===== src/hdl/fce_pkg.sv =====
// fce_pkg: shared constants, types and helpers for the fillet curve evaluator
// used by the interfaces, the divider and square-root cells and the top level
`default_nettype none

package fce_pkg;

   localparam int FRAC_BITS = 16;
   localparam int XW        = 32;                  // coordinate width
   localparam int RW        = 31;                  // radius width
   localparam int DIV_STEPS = XW + FRAC_BITS;      // quotient bits of the slope
   localparam int SQ_STEPS  = RW;                  // root bits
   localparam int RAD_W     = 2 * RW;              // radicand width
   localparam int SQ_REM_W  = RW + 2;
   localparam int QL        = DIV_STEPS / 2;       // low part of the slope product
   localparam int QH        = DIV_STEPS - QL;
   localparam int PW        = XW + DIV_STEPS;      // full product width
   localparam int MAG_W     = PW - FRAC_BITS;
   localparam int SUM_W     = MAG_W + 2;
   localparam int CSR_IDX_W = 3;

   typedef enum logic [CSR_IDX_W-1:0] {
      CSR_SEG_X0   = 3'd0,
      CSR_SEG_Y0   = 3'd1,
      CSR_SEG_X1   = 3'd2,
      CSR_SEG_Y1   = 3'd3,
      CSR_CENTER_X = 3'd4,
      CSR_CENTER_Y = 3'd5,
      CSR_RADIUS   = 3'd6
   } csr_idx_type;

   typedef struct packed {
      logic          on_seg;
      logic          dom_err;
      logic [XW-1:0] dx;
      logic [RW-1:0] root;
   } fce_side_type;

   // clamp a wide signed value into the coordinate range
   function automatic logic signed [XW-1:0] sat_y(input logic signed [SUM_W-1:0] v);
      logic signed [SUM_W-1:0] hi;
      logic signed [SUM_W-1:0] lo;
      hi = (SUM_W'(1) <<< (XW - 1)) - SUM_W'(1);
      lo = -hi - SUM_W'(1);
      if (v > hi) begin
         sat_y = hi[XW-1:0];
      end else if (v < lo) begin
         sat_y = lo[XW-1:0];
      end else begin
         sat_y = v[XW-1:0];
      end
   endfunction

endpackage

`default_nettype wire


===== src/hdl/fce_sqrt_cell.sv =====
// fce_sqrt_cell: one digit step of the floored square-root chain
// depends on fce_pkg
`default_nettype none

module fce_sqrt_cell (
   input  wire logic                          clock,
   input  wire logic                          en,
   input  wire logic [fce_pkg::RAD_W-1:0]     rad_i,
   input  wire logic [fce_pkg::SQ_REM_W-1:0]  rem_i,
   input  wire logic [fce_pkg::RW-1:0]        root_i,
   output      logic [fce_pkg::RAD_W-1:0]     rad_o,
   output      logic [fce_pkg::SQ_REM_W-1:0]  rem_o,
   output      logic [fce_pkg::RW-1:0]        root_o
);

   logic [fce_pkg::SQ_REM_W+1:0] rem2;
   logic [fce_pkg::SQ_REM_W+1:0] trial;
   logic [fce_pkg::SQ_REM_W+1:0] diff;
   logic [fce_pkg::SQ_REM_W-1:0] rem_in;
   logic [fce_pkg::RW-1:0]       root_in;
   logic [fce_pkg::RAD_W-1:0]    rad_ff;
   logic [fce_pkg::SQ_REM_W-1:0] rem_ff;
   logic [fce_pkg::RW-1:0]       root_ff;

   always_comb begin
      rem2  = {rem_i, rad_i[fce_pkg::RAD_W-1 -: 2]};
      trial = {2'b00, root_i, 2'b01};
      diff  = rem2 - trial;
      if (rem2 >= trial) begin
         rem_in  = diff[fce_pkg::SQ_REM_W-1:0];
         root_in = {root_i[fce_pkg::RW-2:0], 1'b1};
      end else begin
         rem_in  = rem2[fce_pkg::SQ_REM_W-1:0];
         root_in = {root_i[fce_pkg::RW-2:0], 1'b0};
      end
   end

   always_ff @(posedge clock) begin
      if (en) begin
         rad_ff  <= {rad_i[fce_pkg::RAD_W-3:0], 2'b00};
         rem_ff  <= rem_in;
         root_ff <= root_in;
      end
   end

   assign rad_o  = rad_ff;
   assign rem_o  = rem_ff;
   assign root_o = root_ff;

endmodule

`default_nettype wire


===== config.mk =====
export PLATFORM = sky130hd
export DESIGN_NAME = fce_sqrt_cell
export DESIGN_NICKNAME = d
export VERILOG_FILES = /design/src/hdl/fce_pkg.sv /design/src/hdl/fce_sqrt_cell.sv
export SDC_FILE = /design/constraint.sdc
export NUM_CORES = 1
export LEC_CHECK = 0
export ABC_AREA = 1
export BUFFER_PORTS_ARGS = -buffer_cell sky130_fd_sc_hd__buf_4
export CORE_UTILIZATION = 40
export CTS_CLUSTER_DIAMETER = 120
export DETAILED_ROUTE_END_ITERATION = 10
export PLACE_DENSITY_LB_ADDON = 0.3
export SYNTH_ARGS = -nofsm -noshare
export SYNTH_HDL_FRONTEND = slang
export SYNTH_SLANG_ARGS = --single-unit

===== constraint.sdc =====
create_clock -name clock -period 2.6 [get_ports clock]
set_clock_uncertainty 0.05 [all_clocks]
set_input_delay 0.39 -clock clock [delete_from_list [all_inputs] [get_ports clock]]
set_output_delay 0.39 -clock clock [all_outputs]
set_load 0.01 [all_outputs]

==> results.py <==
metrics = {
    "outcome": {
        "status": "completed",
    },
    "job": {
        "maxCapViolCount": 0,
    },
    "sta": {
        "timing.final.crit_share_pct": 90.06,
        "slew_headroom_pct": 60.06,
        "fmax_mhz": 427.1,
        "fin_crit_ps": 2342,
        "setup_viol": 0,
        "rsz0062_at_grt": "false",
        "worst_slew_pin_slew_ps": 597.7,
        "report.final.slew_viol_count": 0,
        "finalHoldViolCount": 0,
    },
    "cts": {
        "cts-buffers-inserted": 17,
        "cts_htree_levels": 4,
        "root_buffer": "clkbuf_16",
        "cts.clk_slew.worst_paths_ps": 60,
        "clk_path_buf_depth": 2,
        "cts.sinks": 124,
        "cts_setup_buffers": 0,
        "cts_tree": "done",
        "ctsResizeCount": 0,
        "holdBufCountCts": 0,
    },
    "hold_path": {
        "min_from": "rad_i[8]",
        "whs_endpoint": "rad_o[10]",
        "hold_path_depth": 1,
        "hold_path_class": "in -> reg",
    },
    "global_routing": {
        "gr-total-overflow": 0,
        "grt_usage_pct": 21.93,
        "grt_max_degree": 68,
        "grt_pass1_wl_um": 30180,
        "antenna_found_initial": 0,
        "grt_pass1_vias": 5998,
    },
    "yosys": {
        "yosys.cell_types.count": 32,
        "post_synth_inst_count": 814,
        "syn_avg_cell_area_um2": 8.674,
        "synth-seq-cells": 124,
        "ys_seq_area_share_pct": 52.74,
        "netlist_area_mm2": 0.007061,
        "yosys_warnings": 0,
    },
    "power": {
        "pwr-share-comb_pct": 21.9,
        "p_sw_w": 0.001735,
        "p_seq_share_pct": 39.6,
        "peakVddDrop_uv": 460.2,
        "clock_power_share_pct": 38.5,
        "switching_share_pct": 27.48,
        "powerDensity_mw_per_mm2": 633.3,
        "p_leak_nw": 5.131,
        "p_int_w": 0.004580,
    },
    "worst_setup_path": {
        "crit_path_cell_trace": "buf_4 -> ha_1 -> nand2_1 -> nand2_1 -> a21oi_1 -> nand2b_1 -> nand3_2 -> nor2_4 -> nand2_8 -> nand2_1 -> o21ai_0",
        "critPathLaunchType": "input port",
        "worst-setup-path-type": "in -> reg",
        "cp.arrival_ps": 2450,
        "cp_slowest_cell": "nor2_4",
        "required_ps": 2710,
        "crit_family": "simple AND/OR/NAND/NOR gates",
        "worstPathMaxFanout": 35,
        "slowest_delay_ps": 480,
        "end_kind": "flip-flop",
        "path_buf_inv": 1,
        "cp_common_cell": "nand2_1",
    },
    "detailed_routing": {
        "ant_nets": 0,
        "drt-initial-drc-count": 372,
        "wl_per_cell_um": 14.56,
        "vias_per_cell": 4.641,
        "wl_um": 19530,
        "route.vias.total": 6224,
        "drc_errors": 0,
        "dr.pass1.iters": 5,
    },
    "layout": {
        "layout-drive-gt1-share_pct": 31.36,
        "nNetsFinal": 1265,
        "insertedDiodeCount": 0,
        "fillers": 1567,
        "final_area_mm2": 0.009971,
        "syn_to_final_growth_pct": 41.22,
        "multi_input_area_mm2": 0.002630,
        "fin_cells": 1341,
        "regArea_mm2": 0.003724,
    },
    "placed_design": {
        "port-buffer-count": 251,
        "routabilityCongestion": 0.9074,
        "post_dp_cell_area_mm2": 0.009376,
        "placedCellCount": 1310,
        "dpl.hpwl_um": 15250,
    },
    "floorplanning": {
        "design.die.area_mm2": 0.01819,
        "coreArea_mm2": 0.01730,
        "die_w_um": 134.9,
        "core.rowCount": 48,
        "start_util_pct": 40.82,
        "io_pins": 254,
        "die_y_um": 134.9,
    },
}
## cells by family (layout without fill, tap and decap cells)
group | count (synthesis) | after routing | synth area share, %
compound gates | 23 | 23 | 1.701
xor+xnor | 14 | 14 | 1.737
buf+inv | 176 | 477 | 10.07
fa+ha+maj | 33 | 33 | 5.848
flops | 124 | 124 | 52.74
other cells | 1 | 2 | 0.05311
simple gates | 443 | 443 | 27.86
## area by class of cell
type                    count  area share (%)
clock buffers              17           4.267
flip-flops and latches    124           37.34
inverters                 165           6.212
clock inverters            14           1.694
repair buffers            281           21.28
well taps                 225           2.823
multi-input cells         515           26.38
## power by group through the flow
stage	Clock [W]	Combinational (W)	Sequential [W]
3_3_place_gp	0	0.00137	0.00254
5_1_grt	0.00254	0.00153	0.00252
3_5_place_dp	0	0.00139	0.00254
2_1_floorplan	0	0.000581	0.00264
4_1_cts	0.00247	0.00139	0.00250
6_report	0.00243	0.00138	0.00250
## stage by stage
| stage | utilization [%] | hold WS (ps) | setup TNS (ps) | total power (W) | setup WS, ps |
|---|---|---|---|---|---|
| 4_1_cts | 57.65 | 77.19 | 0 | 0.006369 | 237.7 |
| 5_1_grt | 57.65 | 76.91 | 0 | 0.006591 | 22.80 |
| 6_report | 57.65 | 92.46 | 0 | 0.006315 | 258.5 |
| 3_3_place_gp | 54.21 | 517.9 | -3298 | 0.003905 | -118.3 |
| 3_5_place_dp | 54.21 | 519.4 | -5393 | 0.003925 | -221.1 |
| 2_1_floorplan | - | 438.9 | 0 | 0.003224 | 578.3 |
## cells in the mapped netlist, drive strengths merged
library cell	n	share of area, %
or2	1	0.089
a211oi	1	0.11
nor3	9	0.64
and3	1	0.089
nand2b	1	0.089
conb	1	0.053
o21bai	1	0.11
nand3b	9	0.96
a21oi	20	1.4
nand2	297	16
inv	165	8.8
nor2	43	2.6
ha	33	5.8
nand3	74	6.4
buf	11	1.3
xnor2	1	0.12
nand4	5	0.44
edfxtp	124	53
xor2	13	1.6
o21ai	1	0.071
and2	3	0.27
## cells in the final DEF (no fill, tap or decap), types with 2 or more instances in the layout
master      count
nor2_2          7
nand2_1       291
a21oi_1        20
nand3_2        16
xor2_1         13
clkbuf_16      17
nor2_1         35
nor3_1          9
nand4_1         5
and2_1          3
conb_1          2
ha_1           33
edfxtp_1      124
inv_2           9
buf_4         280
clkinvlp_4      3
nand2_2         4
inv_6           3
clkinv_4        2
nand3b_1        9
nand3_1        58
inv_1         156
bufinv_16       3
clkinv_1        2
## metal layers
layer	GRT usage, %	part of all wire, %	wire length, um	vias to the layer above
li1	-	-	-	3153
met1	25.67	41	7956	2798
met2	38.20	49	9632	233
met3	3.904	6.6	1293	40
met4	11.74	3.3	644	0
met5	0	0	0	-
## worst max path at each step
stage,start,to,slack [ps],cells after the start
2_1_floorplan,root_i[28],rem_o[25],580,12
3_3_place_gp,rem_i[26],rem_o[1],-120,11
3_5_place_dp,rem_i[26],rem_o[1],-220,11
4_1_cts,rem_i[26],rem_o[1],240,11
5_1_grt,rem_i[26],rem_o[1],20,11
6_report,rem_i[26],rem_o[1],260,11
## state kept, by name, indices dropped and copies added (netlist names)
register / cells
rad_o: 60
root_o: 31
rem_o: 33
No activity file was read; power rests on OpenSTA's default activity.
