`src/hdl/fce_pkg.sv`:
```
// fce_pkg: shared constants, types and helpers for the fillet curve evaluator
// used by the interfaces, the divider and square-root cells and the top level
`default_nettype none

package fce_pkg;

   localparam int FRAC_BITS = 16;
   localparam int XW        = 32;                  // coordinate width
   localparam int RW        = 31;                  // radius width
   localparam int DIV_STEPS = XW + FRAC_BITS;      // quotient bits of the slope
   localparam int SQ_STEPS  = RW;                  // root bits
   localparam int RAD_W     = 2 * RW;              // radicand width
   localparam int SQ_REM_W  = RW + 2;
   localparam int QL        = DIV_STEPS / 2;       // low part of the slope product
   localparam int QH        = DIV_STEPS - QL;
   localparam int PW        = XW + DIV_STEPS;      // full product width
   localparam int MAG_W     = PW - FRAC_BITS;
   localparam int SUM_W     = MAG_W + 2;
   localparam int CSR_IDX_W = 3;

   typedef enum logic [CSR_IDX_W-1:0] {
      CSR_SEG_X0   = 3'd0,
      CSR_SEG_Y0   = 3'd1,
      CSR_SEG_X1   = 3'd2,
      CSR_SEG_Y1   = 3'd3,
      CSR_CENTER_X = 3'd4,
      CSR_CENTER_Y = 3'd5,
      CSR_RADIUS   = 3'd6
   } csr_idx_type;

   typedef struct packed {
      logic          on_seg;
      logic          dom_err;
      logic [XW-1:0] dx;
      logic [RW-1:0] root;
   } fce_side_type;

   // clamp a wide signed value into the coordinate range
   function automatic logic signed [XW-1:0] sat_y(input logic signed [SUM_W-1:0] v);
      logic signed [SUM_W-1:0] hi;
      logic signed [SUM_W-1:0] lo;
      hi = (SUM_W'(1) <<< (XW - 1)) - SUM_W'(1);
      lo = -hi - SUM_W'(1);
      if (v > hi) begin
         sat_y = hi[XW-1:0];
      end else if (v < lo) begin
         sat_y = lo[XW-1:0];
      end else begin
         sat_y = v[XW-1:0];
      end
   endfunction

endpackage

`default_nettype wire

```
`src/hdl/fce_div_cell.sv`:
```
// fce_div_cell: one restoring division step of the slope divider chain
// depends on fce_pkg
`default_nettype none

module fce_div_cell (
   input  wire logic                           clock,
   input  wire logic                           en,
   input  wire logic [fce_pkg::XW-1:0]         dw,
   input  wire logic                           nbit,
   input  wire logic [fce_pkg::XW-1:0]         rem_i,
   input  wire logic [fce_pkg::DIV_STEPS-1:0]  q_i,
   output      logic [fce_pkg::XW-1:0]         rem_o,
   output      logic [fce_pkg::DIV_STEPS-1:0]  q_o
);

   logic [fce_pkg::XW:0]          rem2;
   logic [fce_pkg::XW:0]          diff;
   logic [fce_pkg::XW-1:0]        rem_in;
   logic [fce_pkg::DIV_STEPS-1:0] q_in;
   logic [fce_pkg::XW-1:0]        rem_ff;
   logic [fce_pkg::DIV_STEPS-1:0] q_ff;

   always_comb begin
      rem2 = {rem_i, nbit};
      diff = rem2 - {1'b0, dw};
      if (rem2 >= {1'b0, dw}) begin
         rem_in = diff[fce_pkg::XW-1:0];
         q_in   = {q_i[fce_pkg::DIV_STEPS-2:0], 1'b1};
      end else begin
         rem_in = rem2[fce_pkg::XW-1:0];
         q_in   = {q_i[fce_pkg::DIV_STEPS-2:0], 1'b0};
      end
   end

   always_ff @(posedge clock) begin
      if (en) begin
         rem_ff <= rem_in;
         q_ff   <= q_in;
      end
   end

   assign rem_o = rem_ff;
   assign q_o   = q_ff;

endmodule

`default_nettype wire

```
`config.mk`:
```
export PLATFORM = sky130hd
export DESIGN_NAME = fce_div_cell
export DESIGN_NICKNAME = d
export VERILOG_FILES = /design/src/hdl/fce_pkg.sv /design/src/hdl/fce_div_cell.sv
export SDC_FILE = /design/constraint.sdc
export NUM_CORES = 1
export LEC_CHECK = 0
export BUFFER_PORTS_ARGS = -buffer_cell sky130_fd_sc_hd__buf_4
export CORE_MARGIN = 4
export CORE_UTILIZATION = 49
export DETAILED_ROUTE_END_ITERATION = 8
export GPL_TIMING_DRIVEN = 0
export MAX_ROUTING_LAYER = met4
export PLACE_DENSITY_LB_ADDON = 0.3
export SYNTH_ARGS = -nofsm -noshare
export SYNTH_HDL_FRONTEND = slang
export SYNTH_SLANG_ARGS = --single-unit
```
`constraint.sdc`:
```
create_clock -name clock -period 2.9 [get_ports clock]
set_input_delay 0 -clock clock [delete_from_list [all_inputs] [get_ports clock]]
set_output_delay 0 -clock clock [all_outputs]
set_load 0.02 [all_outputs]
```
==> results.txt, run 1 <==
outcome: finished with violations
violated checks: negative setup slack
Seq/Total Area, Yosys: 0.5079
worst slack, placed: 0.1397 ns
crit-path cells: dlygate4sd3_1, buf_4, ha_1, o21ai_0, a21oi_2, a2111oi_1, nor2_1, a2111oi_1, o31ai_1, xor2_1, mux2_4
Die X-Extent: 106.2 µm
startpoint types: input pin
FMAX: 0.3246 GHz
Tot Pwr: 3562 µW
largest net degree at the start of global routing: 81
Root Buffer: clkbuf_8
cts bufs inserted: 9
WHS Endpoint: rem_o[8]$_DFFE_PP_
Top FF cell, synth: edfxtp_1
syn_nets: 587
Cell Rows: 35
final setup fails: 2
final period utilization: 1.062
Min-Delay Path Depth: 3
synth warn: 0
post-layout util: 0.7954
DR pass1 iterations: 5
Cells after Synth: 439
EDFF count, synth: 80
CP arrival: 3.19 ns
Syn Area/Cell: 10.77 µm²
detailed-route via count: 4600
DRC viols: 0
crit-path max FO: 5
CTS tree: yes
post-synthesis register bit count: 80
min Tclk post-route: 3.081 ns
remaining global-route overflow: 0
Die Ht: 106.2 µm
sum of negative setup slack: -0.1943 ns
critical path class: input pin to flop
Worst slew margin: 0.3209
DP Cell Count: 761
post-route setup slack: -0.1807 ns
core footprint: 9328 µm²
H-tree depth: 3
static leakage: 0.003329 µW
post-route ant nets: 0
largest stage delay on the critical path: 0.55 ns
total track usage: 0.2901
fraction of layout cells with a size suffix above 1: 0.3503
Layout area overhead: 56.88%
port buffer count: 193
Hold Crit Class: input pin to flop
ANT cells: 0
Vias/cell: 5.368
Worst EP required: 3.01 ns
Top Ports: 195
Total Wirelength: 16570 µm
fill count: 561
RePlAce Congestion: 0.9208
post-route insts no fill: 857
Num Clock Sinks: 80
Synth cell types: 49
Clock Path Buffers: 2
initial antenna violation count: 0
DP HPWL: 10230 µm
Worst Max-Slew Pin Slew: 1.019 ns
Worst path slowest cell: dlygate4sd3_1
max-slew violations: 0
Critical Path Sink Type: flop
first-pass GRT wire length: 24780 µm
nets@finish: 871
1st-iter DRT viols: 260
Hold Startpoint: rem_i[7]
starting density of the core: 0.5070
final hold vios: 0
Clock transition at path regs: 0.09 ns
die area: 11290 µm²
synthesized area: 4730 µm²
Max-Cap Viols: 0
IR drop worst, VDD: 0.2636 mV
RSZ-0062 raised after global routing: true
Post-synth ARST share: 0
CP most frequent cell: a2111oi_1
Routed wire per std cell: 19.33 µm
PD cells: 480.1 nW/µm²
vias in the first global route: 4650
## critical path, delay by kind of cell
family          cells  cell delay, ns
xor+xnor            1            0.17
mux                 1            0.28
simple gates        1            0.16
compound gates      5            1.51
buf+inv             2            0.69
fa+ha+maj           1            0.38
## power breakdown
part | leakage (µW) | switching, µW | internal [µW] | total (µW)
logic | 0.00246 | 683 | 614 | 1300
clock network | 0.0000827 | 462 | 319 | 781
registers | 0.000784 | 45.2 | 1440 | 1480
## area by class of cell
| class | count | area (µm²) | share of cell area |
|---|---|---|---|
| Inverter | 46 | 172.7 | 0.02327 |
| Tap cell | 129 | 161.4 | 0.02175 |
| Sequential cell | 80 | 2402 | 0.3238 |
| Buffer | 16 | 128.9 | 0.01737 |
| Clock buffer | 9 | 123.9 | 0.01669 |
| Multi-Input combinational cell | 296 | 2115 | 0.2850 |
| Clock inverter | 7 | 53.80 | 0.007251 |
| Timing Repair Buffer | 274 | 2262 | 0.3049 |
## state kept, by name, indices dropped and copies added, names as in the netlist
| name | cells |
|---|---|
| q_o | 48 |
| rem_o | 32 |
## repair_timing
item	CTS	global route
endpoints found under the setup margin	0	32
hold buffers	74	1
resized for setup	0	25
buffers inserted	0	5
hold endpoints to repair	74	1
## per-layer routing
layer / global-route usage / routed length [µm]
met5: - / 0
met4: 0.07031 / 325
met3: 0.05889 / 1193
met2: 0.5348 / 8834
met1: 0.3205 / 6214
## stage by stage
step                      instance area, µm²  hold WS [ns]
after floorplan                         4730       0.09887
after global placement                  6340        0.1784
after detailed placement                6340        0.1793
after CTS                               7258      0.001225
after global routing                    7420       0.02037
final                                   7420       0.01502
## cell families after synthesis
family                   synth area share
XOR/XNOR                          0.04815
multiplexers                      0.02963
buffers and inverters             0.06005
adder cells (fa/ha/maj)           0.08889
AND/OR/NAND/NOR                    0.1106
flip-flops                         0.5079
AO/OA/AOI/OAI                      0.1548
## worst max path at each step
stage                   from                  end  slack (ns)  cells after the start
finish              rem_i[1]  rem_o[31]$_DFFE_PP_       -0.18                     11
global route        rem_i[1]  rem_o[31]$_DFFE_PP_       -0.19                     11
CTS                 rem_i[1]  rem_o[31]$_DFFE_PP_        0.02                     11
detailed placement     dw[8]  rem_o[23]$_DFFE_PP_        0.14                     12
global placement       dw[8]  rem_o[31]$_DFFE_PP_        0.13                     12
floorplan             dw[23]  rem_o[14]$_DFFE_PP_        0.53                     11
## cell usage in the layout (no fill, tap or decap), types with 4 or more instances in the layout
master	n
a21o_1	8
a21oi_1	52
buf_2	4
buf_4	200
clkbuf_1	4
clkbuf_8	9
dlygate4sd3_1	75
edfxtp_1	80
ha_1	30
inv_1	46
mux2_4	8
nand2_1	23
nand2b_1	7
nand3_1	7
nand4_1	8
nor2_1	36
o21a_1	5
o21ai_0	17
o21bai_1	5
o31ai_1	6
xnor2_1	16
xor2_1	10
## Yosys cell counts, types with 3 or more instances
cell       instances  area share
nand2b_1           7      0.0093
nor3_1             3      0.0032
buf_2              5      0.0053
xnor2_1           16       0.030
o21ai_1            4      0.0042
clkbuf_1           6      0.0048
inv_1             46       0.037
edfxtp_1          80        0.51
nor2_1            37       0.029
nand2_1           24       0.019
buf_6              5       0.012
mux2_4             8       0.025
ha_1              32       0.085
o21bai_1           5      0.0079
nand3_1            8      0.0085
a211oi_1           3      0.0048
a21o_1             8       0.013
o21a_1             6      0.0095
and2_1             3      0.0040
o31ai_1            7       0.011
o21ai_0           17       0.018
xor2_1            10       0.019
a2111oi_0          3      0.0056
a21oi_1           54       0.057
nand4_1            8       0.011
(Power assumes the default switching activity.)
==> inputs of run 2 (changes only) <==
--- a/config.mk
+++ b/config.mk
@@ -5,13 +5,14 @@
 export SDC_FILE = /design/constraint.sdc
 export NUM_CORES = 1
 export LEC_CHECK = 0
-export BUFFER_PORTS_ARGS = -buffer_cell sky130_fd_sc_hd__buf_4
+export BUFFER_PORTS_ARGS = -buffer_cell sky130_fd_sc_hd__buf_2
 export CORE_MARGIN = 4
 export CORE_UTILIZATION = 49
 export DETAILED_ROUTE_END_ITERATION = 8
 export GPL_TIMING_DRIVEN = 0
 export MAX_ROUTING_LAYER = met4
 export PLACE_DENSITY_LB_ADDON = 0.3
+export SETUP_SLACK_MARGIN = 0.1
 export SYNTH_ARGS = -nofsm -noshare
 export SYNTH_HDL_FRONTEND = slang
 export SYNTH_SLANG_ARGS = --single-unit
==> run 2 against run 1 <==
The flow now finishes without violations. Highest routed layer unchanged. Critical path type unchanged. Utilization decreased by 7.4 points. Combinational power decreased by 15%. Cell count decreased by 1.9%. Flip-flop and latch count unchanged. Largest cell class unchanged. Count of clock-buffer cells in the layout unchanged.
==> results.txt, run 2 (synthesis results as in run 1) <==
final hold vios: 0 (unchanged)
Worst Max-Slew Pin Slew: 0.4938 ns (was 1.019 ns)
Die X-Extent: 106.2 µm (unchanged)
Largest register FFs: 48 (unchanged)
total track usage: 0.2562 (was 0.2901)
Vias/cell: 5.205 (was 5.368)
outcome: completed (was finished with violations)
sum of negative setup slack: 0 ns (was -0.1943 ns)
PD cells: 497.2 nW/µm² (was 480.1 nW/µm²)
Root Buffer: clkbuf_8 (unchanged)
final setup fails: 0 (was 2)
1st-iter DRT viols: 252 (was 260)
first-pass GRT wire length: 22280 µm (was 24780 µm)
Worst slew margin: 0.6662 (was 0.3209)
die area: 11290 µm² (unchanged)
Total Wirelength: 14360 µm (was 16570 µm)
RePlAce Congestion: 0.9070 (was 0.9208)
Num Clock Sinks: 80 (unchanged)
WHS: 0.002128 ns (was 0.01502 ns)
max-slew violations: 0 (unchanged)
Critical Path Sink Type: flop (unchanged)
cts bufs inserted: 9 (unchanged)
detailed-route via count: 4377 (was 4600)
port buffer count: 193 (unchanged)
H-tree depth: 3 (unchanged)
Clock transition at path regs: 0.10 ns (was 0.09 ns)
largest net degree at the start of global routing: 62 (was 81)
ANT cells: 0 (unchanged)
Min-Delay Path Depth: 3 (unchanged)
Cell Rows: 35 (unchanged)
DRC viols: 0 (unchanged)
CTS tree: yes (unchanged)
Worst EP required: 3.00 ns (was 3.01 ns)
RSZ-0062 raised after global routing: true (unchanged)
post-route ant nets: 0 (unchanged)
vias in the first global route: 4381 (was 4650)
CP arrival: 2.82 ns (was 3.19 ns)
final period utilization: 0.9377 (was 1.062)
critical path class: input pin to flop (unchanged)
fraction of layout cells with a size suffix above 1: 0.3413 (was 0.3503)
crit-path max FO: 10 (was 5)
Clock Path Buffers: 2 (unchanged)
startpoint types: input pin (unchanged)
Die Ht: 106.2 µm (unchanged)
Top Ports: 195 (unchanged)
DP HPWL: 9869 µm (was 10230 µm)
core footprint: 9328 µm² (unchanged)
Hold Crit Class: input pin to flop (unchanged)
starting density of the core: 0.5070 (unchanged)
min Tclk post-route: 2.719 ns (was 3.081 ns)
Worst Setup SP: rem_i[3] (was rem_i[1])
Routed wire per std cell: 17.08 µm (was 19.33 µm)
Setup crit end: rem_o[10]$_DFFE_PP_ (was rem_o[31]$_DFFE_PP_)
DR pass1 iterations: 4 (was 5)
FMAX: 0.3678 GHz (was 0.3246 GHz)
commonest non-fill, non-tap cell in the layout: buf_2 (was buf_4)
Max-Cap Viols: 0 (unchanged)
most frequent cells in the layout: buf_2 (196), edfxtp_1 (80), dlygate4sd3_1 (61), a21oi_1 (53), inv_1 (46) (was buf_4 (200), edfxtp_1 (80), dlygate4sd3_1 (75), a21oi_1 (52), inv_1 (46))
Layout area overhead: 42.33% (was 56.88%)
remaining global-route overflow: 0 (unchanged)
nets@finish: 855 (was 871)
initial antenna violation count: 0 (unchanged)
IR drop worst, VDD: 0.2909 mV (was 0.2636 mV)
post-layout util: 0.7217 (was 0.7954)
static leakage: 0.003082 µW (was 0.003329 µW)
[run 2: power breakdown]
| group | internal, µW | switching [µW] | total, µW |
|---|---|---|---|
| Sequential | 1440 | 33.4 | 1470 |
| Combinational | 466 | 638 | 1100 |
| Clock | 319 | 454 | 772 |
[run 2: final cells by class]
class	instances	area, µm²
Fill cell	710	2596
Multi-Input combinational cell	296	2079
Inverter	46	172.7
Timing Repair Buffer	257	1622
Clock buffer	9	123.9
Buffer	17	113.9
Sequential cell	80	2402
Tap cell	129	161.4
Clock inverter	7	56.30
[run 2: through the flow]
stage          instances  cell area (µm²)  worst slack (ns)  power (µW)
2_1_floorplan        439             4730            0.5319        2151
3_3_place_gp         761             5857            0.1207        2467
3_5_place_dp         762             5887            0.1070        2495
4_1_cts              839             6678            0.1128        3336
5_1_grt              841             6731           0.02731        3518
6_report             841             6731            0.1808        3347
[run 2: worst max-delay path: stages]
cell           delay [ns]
dlygate4sd3_1        0.53
buf_2                0.13
ha_1                 0.34
nand3_1              0.14
a21oi_2              0.09
a2111oi_1            0.44
nor2_1               0.19
a21o_1               0.21
o21a_1               0.21
buf_6                0.17
clkbuf_4             0.20
nor2_1               0.10
a21oi_1              0.06
[run 2: how the worst min path moves through the flow]
| stage | startpoint | end |
|---|---|---|
| after floorplan | q_i[9] | q_o[10]$_DFFE_PP_ |
| after global placement | q_i[8] | q_o[9]$_DFFE_PP_ |
| after detailed placement | q_i[36] | q_o[37]$_DFFE_PP_ |
| after CTS | rem_i[21] | rem_o[22]$_DFFE_PP_ |
| after global routing | rem_i[8] | rem_o[9]$_DFFE_PP_ |
| final | rem_i[21] | rem_o[22]$_DFFE_PP_ |
[run 2: repair_timing]
action	4_1_cts	5_1_grt
buffers inserted	0	2
gates resized for setup	0	10
endpoints found under the setup margin	0	17
hold buffers	61	0
endpoints found under the hold margin	61	0
[run 2: metal layers]
layer | up-vias | GRT usage | share of wire | wire [µm]
met2 | 192 | 0.4643 | 0.52 | 7416
met3 | 12 | 0.04797 | 0.065 | 935
met5 | - | - | 0 | 0
met1 | 2054 | 0.3015 | 0.41 | 5855
met4 | 0 | 0.04163 | 0.011 | 155
li1 | 2119 | - | - | -
